[src/tgad_pkg.sv]
// Shared types and constants for the TGA image stream decoder.
// Used by the channel interfaces and by the decoder core; no dependencies.
package tgad_pkg;

	// Parser phases.
	typedef enum logic [2:0] {
		PH_IDLE,
		PH_HEADER,
		PH_SKIP,
		PH_PACKET,
		PH_PIXEL,
		PH_DONE,
		PH_FAIL
	} phase_t;

	// Result kinds.
	typedef enum logic [2:0] {
		KIND_HEADER    = 3'd0,
		KIND_RUN       = 3'd1,
		KIND_BAD_TYPE  = 3'd2,
		KIND_BAD_DEPTH = 3'd3,
		KIND_TRUNC     = 3'd4
	} kind_t;

	// Header byte positions that carry fields.
	localparam logic [4:0] HB_ID_LEN   = 5'd0;
	localparam logic [4:0] HB_TYPE     = 5'd2;
	localparam logic [4:0] HB_MAP_LO   = 5'd5;
	localparam logic [4:0] HB_MAP_HI   = 5'd6;
	localparam logic [4:0] HB_WIDTH_LO = 5'd12;
	localparam logic [4:0] HB_WIDTH_HI = 5'd13;
	localparam logic [4:0] HB_HEIGHT_LO = 5'd14;
	localparam logic [4:0] HB_HEIGHT_HI = 5'd15;
	localparam logic [4:0] HB_DEPTH    = 5'd16;
	localparam logic [4:0] HB_LAST     = 5'd17;

	localparam logic [7:0] TYPE_RAW = 8'd2;
	localparam logic [7:0] TYPE_RLE = 8'd10;
	localparam logic [7:0] BPP_24   = 8'd24;
	localparam logic [7:0] BPP_32   = 8'd32;
	localparam logic [5:0] DEPTH_24 = 6'd24;
	localparam logic [5:0] DEPTH_32 = 6'd32;

	typedef struct packed {
		logic [7:0] data_byte;
		logic       file_start;
		logic       file_end;
	} in_item_t;

	typedef struct packed {
		kind_t       kind;
		logic [15:0] image_width;
		logic [15:0] image_height;
		logic [5:0]  pixel_depth;
		logic [7:0]  red;
		logic [7:0]  green;
		logic [7:0]  blue;
		logic [7:0]  alpha;
		logic [7:0]  run_length;
		logic        image_done;
	} out_item_t;

endpackage

[src/tgad_in_if.sv]
// Valid/ready channel that carries file bytes into the decoder.
// Depends on tgad_pkg for the beat payload type.
interface tgad_in_if;
	import tgad_pkg::*;

	logic     valid;
	logic     ready;
	in_item_t data;

	modport source (output valid, output data, input ready);
	modport sink (input valid, input data, output ready);
endinterface

[src/tgad_out_if.sv]
// Valid/ready channel that carries decoder results.
// Depends on tgad_pkg for the beat payload type.
interface tgad_out_if;
	import tgad_pkg::*;

	logic      valid;
	logic      ready;
	out_item_t data;

	modport source (output valid, output data, input ready);
	modport sink (input valid, input data, output ready);
endinterface

[src/tga_image_stream_decoder_core.sv]
// TGA true-color stream decoder core: header parser, skip counter, RLE unpacker.
// Depends on tgad_pkg and the tgad_in_if / tgad_out_if channel interfaces.
//
// Usage:
//   byte_stream takes one file byte per beat, with file_start on byte 0 of a
//   file and file_end on the last byte available. result_stream gives at most
//   one result per input beat: a header record after header byte 17, a pixel
//   run per decoded pixel or repeat packet, or an error (bad type, bad depth,
//   truncated file). Bytes that cause no result are consumed silently.
//   Timing: a byte is registered in the input register at acceptance, and its
//   result is loaded into the output register, which drives result_stream valid,
//   when the processing stage advances. Throughput is one byte per cycle while
//   the output register is not held by a stalled receiver; every byte is
//   handled by a single pass of logic in the processing stage.
//   Reset clears the parser to idle; bytes are ignored until one arrives with
//   file_start. When the receiver stalls, the result waits in the output
//   register and one more byte is held in the input register; byte_stream
//   ready drops only while both are occupied.
module tga_image_stream_decoder_core (
	input  logic              clk,
	input  logic              arst_n,
	tgad_in_if.sink           byte_stream,
	tgad_out_if.source        result_stream
);
	import tgad_pkg::*;

	// Input stage.
	logic      valid_s1;
	in_item_t  item_s1;

	// Parser state.
	phase_t      phase_q;
	logic [4:0]  hidx_q;
	logic [7:0]  id_q;
	logic        rle_q;
	logic [15:0] map_q;
	logic [19:0] skip_q;
	logic [15:0] w_q;
	logic [15:0] h_q;
	logic        alpha_q;
	logic [31:0] pix_q;
	logic [7:0]  phdr_q;
	logic [7:0]  raw_q;
	logic [1:0]  bip_q;
	logic [7:0]  b0_q;
	logic [7:0]  b1_q;
	logic [7:0]  b2_q;

	// Output register.
	logic      out_valid_q;
	out_item_t out_q;

	// Next-state values.
	phase_t      n_phase;
	logic [4:0]  n_hidx;
	logic [7:0]  n_id;
	logic        n_rle;
	logic [15:0] n_map;
	logic [19:0] n_skip;
	logic [15:0] n_w;
	logic [15:0] n_h;
	logic        n_alpha;
	logic [31:0] n_pix;
	logic [7:0]  n_phdr;
	logic [7:0]  n_raw;
	logic [1:0]  n_bip;
	logic [7:0]  n_b0;
	logic [7:0]  n_b1;
	logic [7:0]  n_b2;
	logic        have;
	out_item_t   res;

	logic        proc;
	logic [19:0] skip_sum;
	logic [17:0] map_bytes;
	logic [31:0] area;
	logic        area_zero;

	// The processing stage advances when it holds a byte and the output register can take a result.
	assign proc = valid_s1 && (!out_valid_q || result_stream.ready);
	assign byte_stream.ready = !valid_s1 || proc;

	assign result_stream.valid = out_valid_q;
	assign result_stream.data  = out_q;

	// Header-end arithmetic uses the fields registered on earlier bytes.
	assign map_bytes = alpha_q ? {map_q, 2'b00}
		: ({2'b00, map_q} + {1'b0, map_q, 1'b0});
	assign skip_sum  = {12'd0, id_q} + {2'b00, map_bytes};
	assign area      = w_q * h_q;
	assign area_zero = (w_q == 16'd0) || (h_q == 16'd0);

	always_comb begin
		logic [7:0] b;
		logic [1:0] bip_cur;
		logic       last;
		logic       rep;
		logic [7:0] run8;
		logic [7:0] clip;
		logic       done;

		b       = item_s1.data_byte;
		n_phase = phase_q;
		n_hidx  = hidx_q;
		n_id    = id_q;
		n_rle   = rle_q;
		n_map   = map_q;
		n_skip  = skip_q;
		n_w     = w_q;
		n_h     = h_q;
		n_alpha = alpha_q;
		n_pix   = pix_q;
		n_phdr  = phdr_q;
		n_raw   = raw_q;
		n_bip   = bip_q;
		n_b0    = b0_q;
		n_b1    = b1_q;
		n_b2    = b2_q;
		have    = 1'b0;
		res     = '0;
		bip_cur = 2'd0;
		last    = 1'b0;
		rep     = 1'b0;
		run8    = 8'd0;
		clip    = 8'd0;
		done    = 1'b0;

		if (item_s1.file_start) begin
			n_phase = PH_HEADER;
			n_hidx  = '0;
			n_id    = '0;
			n_rle   = 1'b0;
			n_map   = '0;
			n_skip  = '0;
			n_w     = '0;
			n_h     = '0;
			n_alpha = 1'b0;
			n_pix   = '0;
			n_phdr  = '0;
			n_raw   = '0;
			n_bip   = '0;
		end

		unique case (n_phase)
			PH_HEADER: begin
				unique case (n_hidx)
					HB_ID_LEN: n_id = b;
					HB_TYPE: begin
						if (b == TYPE_RAW || b == TYPE_RLE) begin
							n_rle = (b == TYPE_RLE);
						end else begin
							n_phase  = PH_FAIL;
							res.kind = KIND_BAD_TYPE;
							have     = 1'b1;
						end
					end
					HB_MAP_LO:    n_map[7:0]  = b;
					HB_MAP_HI:    n_map[15:8] = b;
					HB_WIDTH_LO:  n_w[7:0]    = b;
					HB_WIDTH_HI:  n_w[15:8]   = b;
					HB_HEIGHT_LO: n_h[7:0]    = b;
					HB_HEIGHT_HI: n_h[15:8]   = b;
					HB_DEPTH: begin
						if (b == BPP_24 || b == BPP_32) begin
							n_alpha = (b == BPP_32);
						end else begin
							n_phase  = PH_FAIL;
							res.kind = KIND_BAD_DEPTH;
							have     = 1'b1;
						end
					end
					HB_LAST: begin
						n_skip = skip_sum;
						n_pix  = area;
						if (area_zero) begin
							n_phase = PH_DONE;
						end else if (skip_sum != 20'd0) begin
							n_phase = PH_SKIP;
						end else begin
							n_phase = n_rle ? PH_PACKET : PH_PIXEL;
							n_bip   = '0;
						end
						res.kind         = KIND_HEADER;
						res.image_width  = w_q;
						res.image_height = h_q;
						res.pixel_depth  = alpha_q ? DEPTH_32 : DEPTH_24;
						have             = 1'b1;
					end
					default: ;
				endcase
				if (n_phase == PH_HEADER) begin
					n_hidx = n_hidx + 5'd1;
				end
			end
			PH_SKIP: begin
				if (n_skip == 20'd1) begin
					n_phase = n_rle ? PH_PACKET : PH_PIXEL;
					n_bip   = '0;
				end
				n_skip = n_skip - 20'd1;
			end
			PH_PACKET: begin
				n_phdr  = b;
				n_raw   = {1'b0, b[6:0]} + 8'd1;
				n_phase = PH_PIXEL;
				n_bip   = '0;
			end
			PH_PIXEL: begin
				bip_cur = n_bip;
				unique case (bip_cur)
					2'd0: n_b0 = b;
					2'd1: n_b1 = b;
					2'd2: n_b2 = b;
					default: ;
				endcase
				last  = (bip_cur == 2'd3) || (bip_cur == 2'd2 && !n_alpha);
				n_bip = bip_cur + 2'd1;
				if (last) begin
					rep  = n_rle && n_phdr[7];
					run8 = rep ? ({1'b0, n_phdr[6:0]} + 8'd1) : 8'd1;
					clip = (n_pix < {24'd0, run8}) ? n_pix[7:0] : run8;
					done = (n_pix <= {24'd0, run8});
					n_pix = n_pix - {24'd0, clip};

					res.kind       = KIND_RUN;
					res.blue       = b0_q;
					res.green      = b1_q;
					res.red        = (bip_cur == 2'd3) ? b2_q : b;
					res.alpha      = (bip_cur == 2'd3) ? b : 8'd0;
					res.run_length = clip;
					res.image_done = done;
					have           = 1'b1;
					n_bip          = '0;

					if (done) begin
						n_phase = PH_DONE;
					end else if (n_rle) begin
						if (rep || n_raw == 8'd1) begin
							n_phase = PH_PACKET;
						end
						if (!rep) begin
							n_raw = n_raw - 8'd1;
						end
					end
				end
			end
			default: ;
		endcase

		// A file that ends before the image is complete overrides any other result.
		if (item_s1.file_end && n_phase != PH_IDLE && n_phase != PH_DONE
			&& n_phase != PH_FAIL) begin
			res      = '0;
			res.kind = KIND_TRUNC;
			have     = 1'b1;
			n_phase  = PH_IDLE;
		end
	end

	always_ff @(posedge clk or negedge arst_n) begin
		if (!arst_n) begin
			valid_s1 <= 1'b0;
		end else if (byte_stream.ready) begin
			valid_s1 <= byte_stream.valid;
		end
	end

	always_ff @(posedge clk) begin
		if (byte_stream.valid && byte_stream.ready) begin
			item_s1 <= byte_stream.data;
		end
	end

	always_ff @(posedge clk or negedge arst_n) begin
		if (!arst_n) begin
			phase_q <= PH_IDLE;
			hidx_q  <= '0;
			id_q    <= '0;
			rle_q   <= 1'b0;
			map_q   <= '0;
			skip_q  <= '0;
			w_q     <= '0;
			h_q     <= '0;
			alpha_q <= 1'b0;
			pix_q   <= '0;
			phdr_q  <= '0;
			raw_q   <= '0;
			bip_q   <= '0;
		end else if (proc) begin
			phase_q <= n_phase;
			hidx_q  <= n_hidx;
			id_q    <= n_id;
			rle_q   <= n_rle;
			map_q   <= n_map;
			skip_q  <= n_skip;
			w_q     <= n_w;
			h_q     <= n_h;
			alpha_q <= n_alpha;
			pix_q   <= n_pix;
			phdr_q  <= n_phdr;
			raw_q   <= n_raw;
			bip_q   <= n_bip;
		end
	end

	always_ff @(posedge clk) begin
		if (proc) begin
			b0_q <= n_b0;
			b1_q <= n_b1;
			b2_q <= n_b2;
		end
	end

	always_ff @(posedge clk or negedge arst_n) begin
		if (!arst_n) begin
			out_valid_q <= 1'b0;
		end else if (proc) begin
			out_valid_q <= have;
		end else if (result_stream.ready) begin
			out_valid_q <= 1'b0;
		end
	end

	always_ff @(posedge clk) begin
		if (proc && have) begin
			out_q <= res;
		end
	end

	// The input side stalls only when both the input stage and a blocked result are held.
	a_stall_cause: assert property (@(posedge clk) disable iff (!arst_n)
		!byte_stream.ready |-> (valid_s1 && out_valid_q && !result_stream.ready))
		else $error("byte_stream stalled without a blocked result");

	a_pixels_left: assert property (@(posedge clk) disable iff (!arst_n)
		(phase_q == PH_PIXEL || phase_q == PH_PACKET || phase_q == PH_SKIP)
		|-> (pix_q != 32'd0))
		else $error("pixel decoding active with no pixels left");

	a_done_kind: assert property (@(posedge clk) disable iff (!arst_n)
		(out_valid_q && out_q.image_done) |-> (out_q.kind == KIND_RUN))
		else $error("image_done set on a result that is not a pixel run");

	a_bip_range: assert property (@(posedge clk) disable iff (!arst_n)
		(phase_q == PH_PIXEL && !alpha_q) |-> (bip_q != 2'd3))
		else $error("fourth pixel byte expected in a 24-bit image");

	a_header_index: assert property (@(posedge clk) disable iff (!arst_n)
		(phase_q == PH_HEADER) |-> (hidx_q <= HB_LAST))
		else $error("header index ran past the last header byte");

	a_result_after_proc: assert property (@(posedge clk) disable iff (!arst_n)
		$rose(out_valid_q) |-> $past(proc))
		else $error("result appeared without a processed byte");

endmodule

[src/flat_wrapper.sv]
// flat-port wrapper written by rule: the top's interface ports become plain ports
module tga_image_stream_decoder_core_flat import tgad_pkg::*;
  (clk, arst_n, byte_stream_valid, byte_stream_data, byte_stream_ready, result_stream_valid, result_stream_data, result_stream_ready);
  tgad_in_if byte_stream_i ();
  tgad_out_if result_stream_i ();
  input  logic clk;
  input  logic arst_n;
  input wire logic [$bits(byte_stream_i.valid)-1:0] byte_stream_valid;
  input wire logic [$bits(byte_stream_i.data)-1:0] byte_stream_data;
  output wire logic [$bits(byte_stream_i.ready)-1:0] byte_stream_ready;
  output wire logic [$bits(result_stream_i.valid)-1:0] result_stream_valid;
  output wire logic [$bits(result_stream_i.data)-1:0] result_stream_data;
  input wire logic [$bits(result_stream_i.ready)-1:0] result_stream_ready;
  assign byte_stream_i.valid = byte_stream_valid;
  assign byte_stream_i.data = byte_stream_data;
  assign byte_stream_ready = byte_stream_i.ready;
  assign result_stream_valid = result_stream_i.valid;
  assign result_stream_data = result_stream_i.data;
  assign result_stream_i.ready = result_stream_ready;
  tga_image_stream_decoder_core u_core (.clk(clk), .arst_n(arst_n), .byte_stream(byte_stream_i), .result_stream(result_stream_i));
endmodule
[config.mk]
export PLATFORM = sky130hd
export DESIGN_NAME = tga_image_stream_decoder_core_flat
export DESIGN_NICKNAME = d
export VERILOG_FILES = /design/src/tgad_pkg.sv /design/src/tgad_in_if.sv /design/src/tgad_out_if.sv /design/src/tga_image_stream_decoder_core.sv /design/src/flat_wrapper.sv
export SDC_FILE = /design/constraint.sdc
export NUM_CORES = 1
export LEC_CHECK = 0
export ABC_AREA = 1
export BUFFER_PORTS_ARGS = -buffer_cell sky130_fd_sc_hd__buf_2
export CAP_MARGIN = 20
export CORE_MARGIN = 4
export CORE_UTILIZATION = 30
export CTS_CLUSTER_SIZE = 40
export DETAILED_ROUTE_END_ITERATION = 8
export GPL_TIMING_DRIVEN = 0
export SYNTH_ARGS = -nofsm -noshare
export SYNTH_HDL_FRONTEND = slang
export SYNTH_SLANG_ARGS = --single-unit
[constraint.sdc]
create_clock -name clk -period 8.5 [get_ports clk]
set_input_delay 0.85 -clock clk [delete_from_list [all_inputs] [get_ports clk]]
set_output_delay 0.85 -clock clk [all_outputs]
set_load 0.05 [all_outputs]
## Word-level counts from Yosys, hierarchy flattened

Index checks and enable logic that the tools add are counted.

- Add/sub/neg operators: 9
- Multiply operators: 1
- $lt $le $gt $ge: 2
- Equality and inequality tests: 25
- Multiplexer cells: 81
- Bitwise operators: 5
- Reductions and logical operators: 31

Operators by type and width:

| kind | number |
|---|---|
| $mux 8 | 19 |
| $mux 16 | 6 |
| $mux 32 | 3 |
| $pmux 32 s2 | 1 |
| $mux 20 | 2 |
| $pmux 20 s2 | 1 |
| $mux 3 | 13 |
| $le 32x8->1 | 1 |
| $logic_not 16->1 | 2 |
| $lt 32x8->1 | 1 |
| $mul 16x16->32 | 1 |
| $sub 32x8->32 | 1 |
| $eq 20x1->1 const B | 1 |
| $eq 5x4->1 const B | 4 |
| $reduce_bool 20->1 | 1 |
| $sub 20x1->20 const B | 1 |
| $add 8x18->19 | 1 |
| $add 16x17->18 | 1 |
| $mux 18 | 1 |
| $add 7x1->8 const B | 2 |
| $mux 2 | 8 |
| $pmux 8 s2 | 1 |
| $mux 1 | 15 |
| $mux 5 | 3 |
| other kinds (35) | 64 |

- Flip-flop bits (word level): 254
- Bits of input ports: 14
- Output and inout bits: 84
- Word-level logic and storage cells: 185

## Depth between registers and ports, before layout

- Word-level depth: 15
- Depth in mapped cells: 47
- Depth with buffers taken out: 43

## Worst setup path after synthesis

No wires, ideal clock.

- Path type: reg-to-reg
- From: register u_core.item_s1[1] (netlist bit)
- To: register u_core.out_q, in the netlist u_core.result_stream.data[0], enable pin
- Setup time: 0.432 ns
- Data arrival time: 5.818 ns
- Data required time: 8.068 ns
- Setup slack: 2.250 ns
- Cell stages (with the launch flop): 36
- Buffers on the path: 6
- Clock period less this slack: 6.250 ns
- Path through: edfxtp_1 > buf_4 > buf_6 > buf_2 > buf_2 > buf_1 > clkbuf_1 > nor2_1 > ha_1 > inv_1 > nor2_1 > inv_1 > nor3_1 > inv_1 > o21ai_0 > nand3_1 > ha_1 > nand4_1 > a21oi_1 > nor3_1 > nand3_2 > nand2_1 > inv_2 > nor2_1 > inv_1 > a21oi_1 > a311oi_1 > nand2_1 > nand2_2 > nand3_1 > nand2_1 > inv_2 > nand2_8 > nand2_1 > nand2_1 > inv_1

- Cells in the longest elaborated chain, start to end: 14
- Elaborated cells between the ends (all ways): 52
- Classes of those cells: add/sub: 1; order compare: 1; eq/ne: 13; mux: 27; reduce/logical: 10

RTL lines:

| item | line | source |
|---|---|---|
| from (decl) | tga_image_stream_decoder_core.sv:29 | `in_item_t item_s1;` |
| from (signal assigned) | tga_image_stream_decoder_core.sv:270 | `item_s1 <= byte_stream.data;` |
| parallel branches: the longest is 12 deep, another holds $le 32x8->1 | -- |  |
| $mux 1 * | tga_image_stream_decoder_core.sv:251 | `if (item_s1.file_end && n_phase != PH_IDLE && n_phase != PH_DONE` |
| $logic_and 1x1->1 * | tga_image_stream_decoder_core.sv:325 | `if (proc && have) begin` |
| to (signal assigned) | tga_image_stream_decoder_core.sv:326 | `out_q <= res;` |
| to (decl) | tga_image_stream_decoder_core.sv:51 | `out_item_t out_q;` |

Mark *: on every way between the ends. The select of a mux whose other input is x is not followed.
A chain may end at the register's enable or synchronous reset.

## Worst setup path after layout

- From: register u_core.w_q[11]
- To: register u_core.pix_q[23]

- Cells in the longest elaborated chain, start to end: 3

RTL lines:

| item | line | source |
|---|---|---|
| from (decl) | tga_image_stream_decoder_core.sv:38 | `logic [15:0] w_q;` |
| from (signal assigned) | tga_image_stream_decoder_core.sv:296 | `w_q <= n_w;` |
| $mul 16x16->32 | tga_image_stream_decoder_core.sv:90 | `assign area = w_q * h_q;` |
| $mux 32 | tga_image_stream_decoder_core.sv:146 | `unique case (n_hidx)` |
| $pmux 32 s2 | tga_image_stream_decoder_core.sv:144 | `unique case (n_phase)` |
| to (signal assigned) | tga_image_stream_decoder_core.sv:299 | `pix_q <= n_pix;` |
| to (decl) | tga_image_stream_decoder_core.sv:41 | `logic [31:0] pix_q;` |

No other way between the ends.

==> summary.md <==
| Metric | Value |
|---|---|
| Endpoints failing hold | 0 |
| Reg power frac | 0.313 |
| Initial core utilization | 0.304 |
| Net Sw Frac | 0.435 |
| Flop and latch count out of synthesis | 250 |
| Worst-Skew Late Latency | around 0.6 ns |
| Die Width | between 200 and 300 um |
| Commonest register cell after synthesis | dfrtp_1 |
| Max Root-Sink Buffers | 3 |
| Largest cells by area after synthesis | fa_1 16%, dfrtp_1 14%, edfxtp_1 14% |
| Commonest cells post-synth | 666 x inv_1, 637 x nand2_1, 260 x nor2_1, 197 x fa_1, 163 x o21ai_0 |
| Root Driver | clkbuf_16 |
| Area growth syn-to-layout | 12.1% |
| Number of flops mapped to enable cells by yosys | approximately 110 |
| Clk_skew | about 0.013 ns |
| Sw power | roughly 2300 uW |
| Max Fanout on Critical Path | 10 |
| Critical Path RT | between 8 and 9 ns |
| Global-route wire length before repair | ~120000 um |
| Min-delay worst type | input port to asynchronous set/reset pin |
| Filler Cell Count | about 8400 |
| Reg2Reg Depth | 27 |
| Syn Area/Cell | approximately 7.9 um^2 |
| Drt first pass iters | 5 |
| Slew Viols, Final | 0 |
| Post-route DRC | 0 |
| WHS | around 0.24 ns |
| Total routed wirelength | 75900 um |
| H-Tree Depth | 1 |
| Post-CTS Setup Inserts | 0 |
| CTS tree | built |
| WP data arrival | around 8.2 ns |
| HPWL Detailed | 59000 um |
| GRT overflow | 0 |
| Worst-path clk slew | roughly 0.060 ns |
| P per Cell Area | 189 nW/um^2 |
| Most frequent cell after synthesis | inv_1 |
| Worst slew margin | 0.364 |
| Post-synthesis sequential area ratio | 0.278 |
| Vias in the first global route | approximately 21000 |
| Fmax | around 0.13 GHz |
| Die area | just under 90000 um^2 |
| Ports | 98 |
| Pleak | around 0.013 uW |
| Top-area cell type share of the netlist area | 0.161 |
| Clk pwr share | 0.277 |
| Number of routed nets with antenna violations | 0 |
| Combinational power share | 0.410 |
| Final setup vio count | 0 |
| Status | finished clean |
| Initial drt markers | 1628 |
| CP Capture Type | flip-flop |
| Place WS | between 0.15 and 0.2 ns |
| Critical path type | flip-flop to flip-flop |
| Worst slew pin tran | approximately 0.95 ns |
| Syn. warnings | 0 |
| Reg2reg end | u_core.pix_q[23] |
| RSZ-0062 raised after global routing | false |
| Routed vias | roughly 21000 |
| Routed len/inst | approximately 17 um |
| Synth unique cells | 64 |
| Internal power | 2930 uW |
| TritonCTS Sinks | 250 |
| Worst Setup Start Kind | flip-flop |
| Largest net degree at the start of global routing | 91 |
| Flop2flop setup slack | around 0.70 ns |
| VDD IR-drop max | approximately 0.00017 V |
| Core area | between 80000 and 90000 um^2 |
| IO Port Bufs | 94 |
| Final period demand of the worst path | roughly 7.8 ns |
| Share of layout cells above drive strength 1 | 0.0933 |
| Synth area leader | fa_1 |
| Final worst setup slack | about 0.7 ns |
| Ys async rst share | 0.552 |
| FP Rows | between 100 and 150 |
| Pwr Total | a little over 5000 uW |
| Worst r2r src | u_core.w_q[11] |
| Gpl congestion | ~0.94 |
| Mapped cell area | between 20000 and 25000 um^2 |
| Initial antenna violation count | 0 |
| TritonCTS Buffers | 30 |
| Gate Count Post-Synth | 3123 |
| Max-cap violations | 0 |
| N_diodes | 0 |
| GR Util All Layers | 0.176 |
| Crit share post-route | 0.917 |
| NumNets Final | between 3000 and 4000 |
| Die Y | a little under 300 um |
| Via density | just under 5 |
[cell families (layout without fill, tap and decap cells)]
logic type               count (synthesis)  count (layout)  synth area share
AND/OR/NAND/NOR                       1191            1191             0.225
buffers and inverters                  812             965             0.130
multiplexers                             1               1          0.000408
AO/OA/AOI/OAI                          478             478             0.112
flip-flops                             250             250             0.278
adder cells (fa/ha/maj)                358             358             0.243
XOR/XNOR                                32              32            0.0114
other                                    1               3          0.000153
[critical path, stage by stage (launching register included)]
cell and delay [ns]:
dfrtp_1 0.32, clkbuf_1 0.49, clkbuf_1 0.66, nand2_1 0.16, fa_1 0.54, inv_1 0.05
fa_1 0.53, inv_1 0.05, fa_1 0.49, inv_1 0.05, fa_1 0.54, inv_1 0.06
fa_1 0.48, inv_1 0.07, fa_1 0.50, ha_1 0.39, nand4_1 0.15, nor4_1 0.40
a21oi_1 0.20, o21ai_0 0.29, a21boi_0 0.19, o21ai_0 0.24, xnor2_1 0.16, nand2_1 0.12
o21ai_0 0.13, o21ai_0 0.09, a21oi_1 0.15, o21ai_0 0.09
[final cells by class]
cell class | instances | area (um^2) | area share
repair buffers | 98 | 548 | 0.0199
inverters | 687 | 2590 | 0.0940
multi-input cells | 2063 | 14500 | 0.528
well taps | 1060 | 1330 | 0.0482
clock inverters | 20 | 290 | 0.0106
clock buffers | 36 | 805 | 0.0292
plain buffers | 124 | 604 | 0.0220
flip-flops and latches | 250 | 6820 | 0.248
[worst max-delay path by stage]
| stage | start | to | slack [ns] | depth (start not counted) |
|---|---|---|---|---|
| floorplan | u_core.item_s1[1] | u_core.result_stream.data[0] | 2.25 | 35 |
| global placement | u_core.item_s1[1] | u_core.result_stream.data[69] | -0.54 | 34 |
| detailed placement | u_core.item_s1[1] | u_core.pix_q[29] | 0.17 | 45 |
| CTS | u_core.item_s1[1] | u_core.pix_q[29] | 0.12 | 45 |
| global route | u_core.item_s1[1] | u_core.pix_q[29] | 0.10 | 46 |
| finish | u_core.w_q[11] | u_core.pix_q[23] | 0.70 | 27 |
[metal layers]
layer  GRT usage  up-vias  routed length [um]
met5           0        -                   0
met4      0.0602        0                2960
met3      0.0279      154                5110
met2       0.300      744               35800
met1       0.227    10205               32100
li1            -    10076                   -
[through the flow]
stage | setup TNS (ns) | area (um^2) | util | instances
after global routing | 0 | 27500 | 0.340 | 4338
after global placement | -40.81 | 26300 | 0.326 | 4279
final | 0 | 27500 | 0.340 | 4338
after floorplan | 0 | 24500 | - | 3125
after CTS | 0 | 27500 | 0.340 | 4338
after detailed placement | 0 | 26400 | 0.327 | 4282
[layout by cell type, fill, tap and decap left out, drive strengths merged, types with 28 or more instances in the layout]
cell type	n
a21oi	156
buf	139
clkbuf	119
dfrtp	138
edfxtp	112
fa	197
ha	161
inv	688
nand2	653
nand3	114
nand4	28
nor2	337
nor3	33
o21ai	170
o22ai	61
[flip-flops by register name (all words and copies together), names as in the netlist, 10 cells and up]
name and flops:
u_core.h_q 16, u_core.item_s1 10, u_core.map_q 16, u_core.pix_q 32, u_core.result_stream.data 78, u_core.skip_q 20
u_core.w_q 16
[power groups by stage]
stage,Combinational [uW],Sequential (uW),Clock [uW]
2_1_floorplan,1230,1910,0
5_1_grt,2330,1650,1510
6_report,2130,1620,1440
4_1_cts,2120,1630,1470
3_5_place_dp,2110,1650,0
3_3_place_gp,2080,1660,0
[repair_timing]
item / in CTS / in global routing
hold buffers: 0 / 0
resized for setup: 0 / 5
setup endpoints to repair: 0 / 11
No activity file was read; power rests on OpenSTA's default activity.
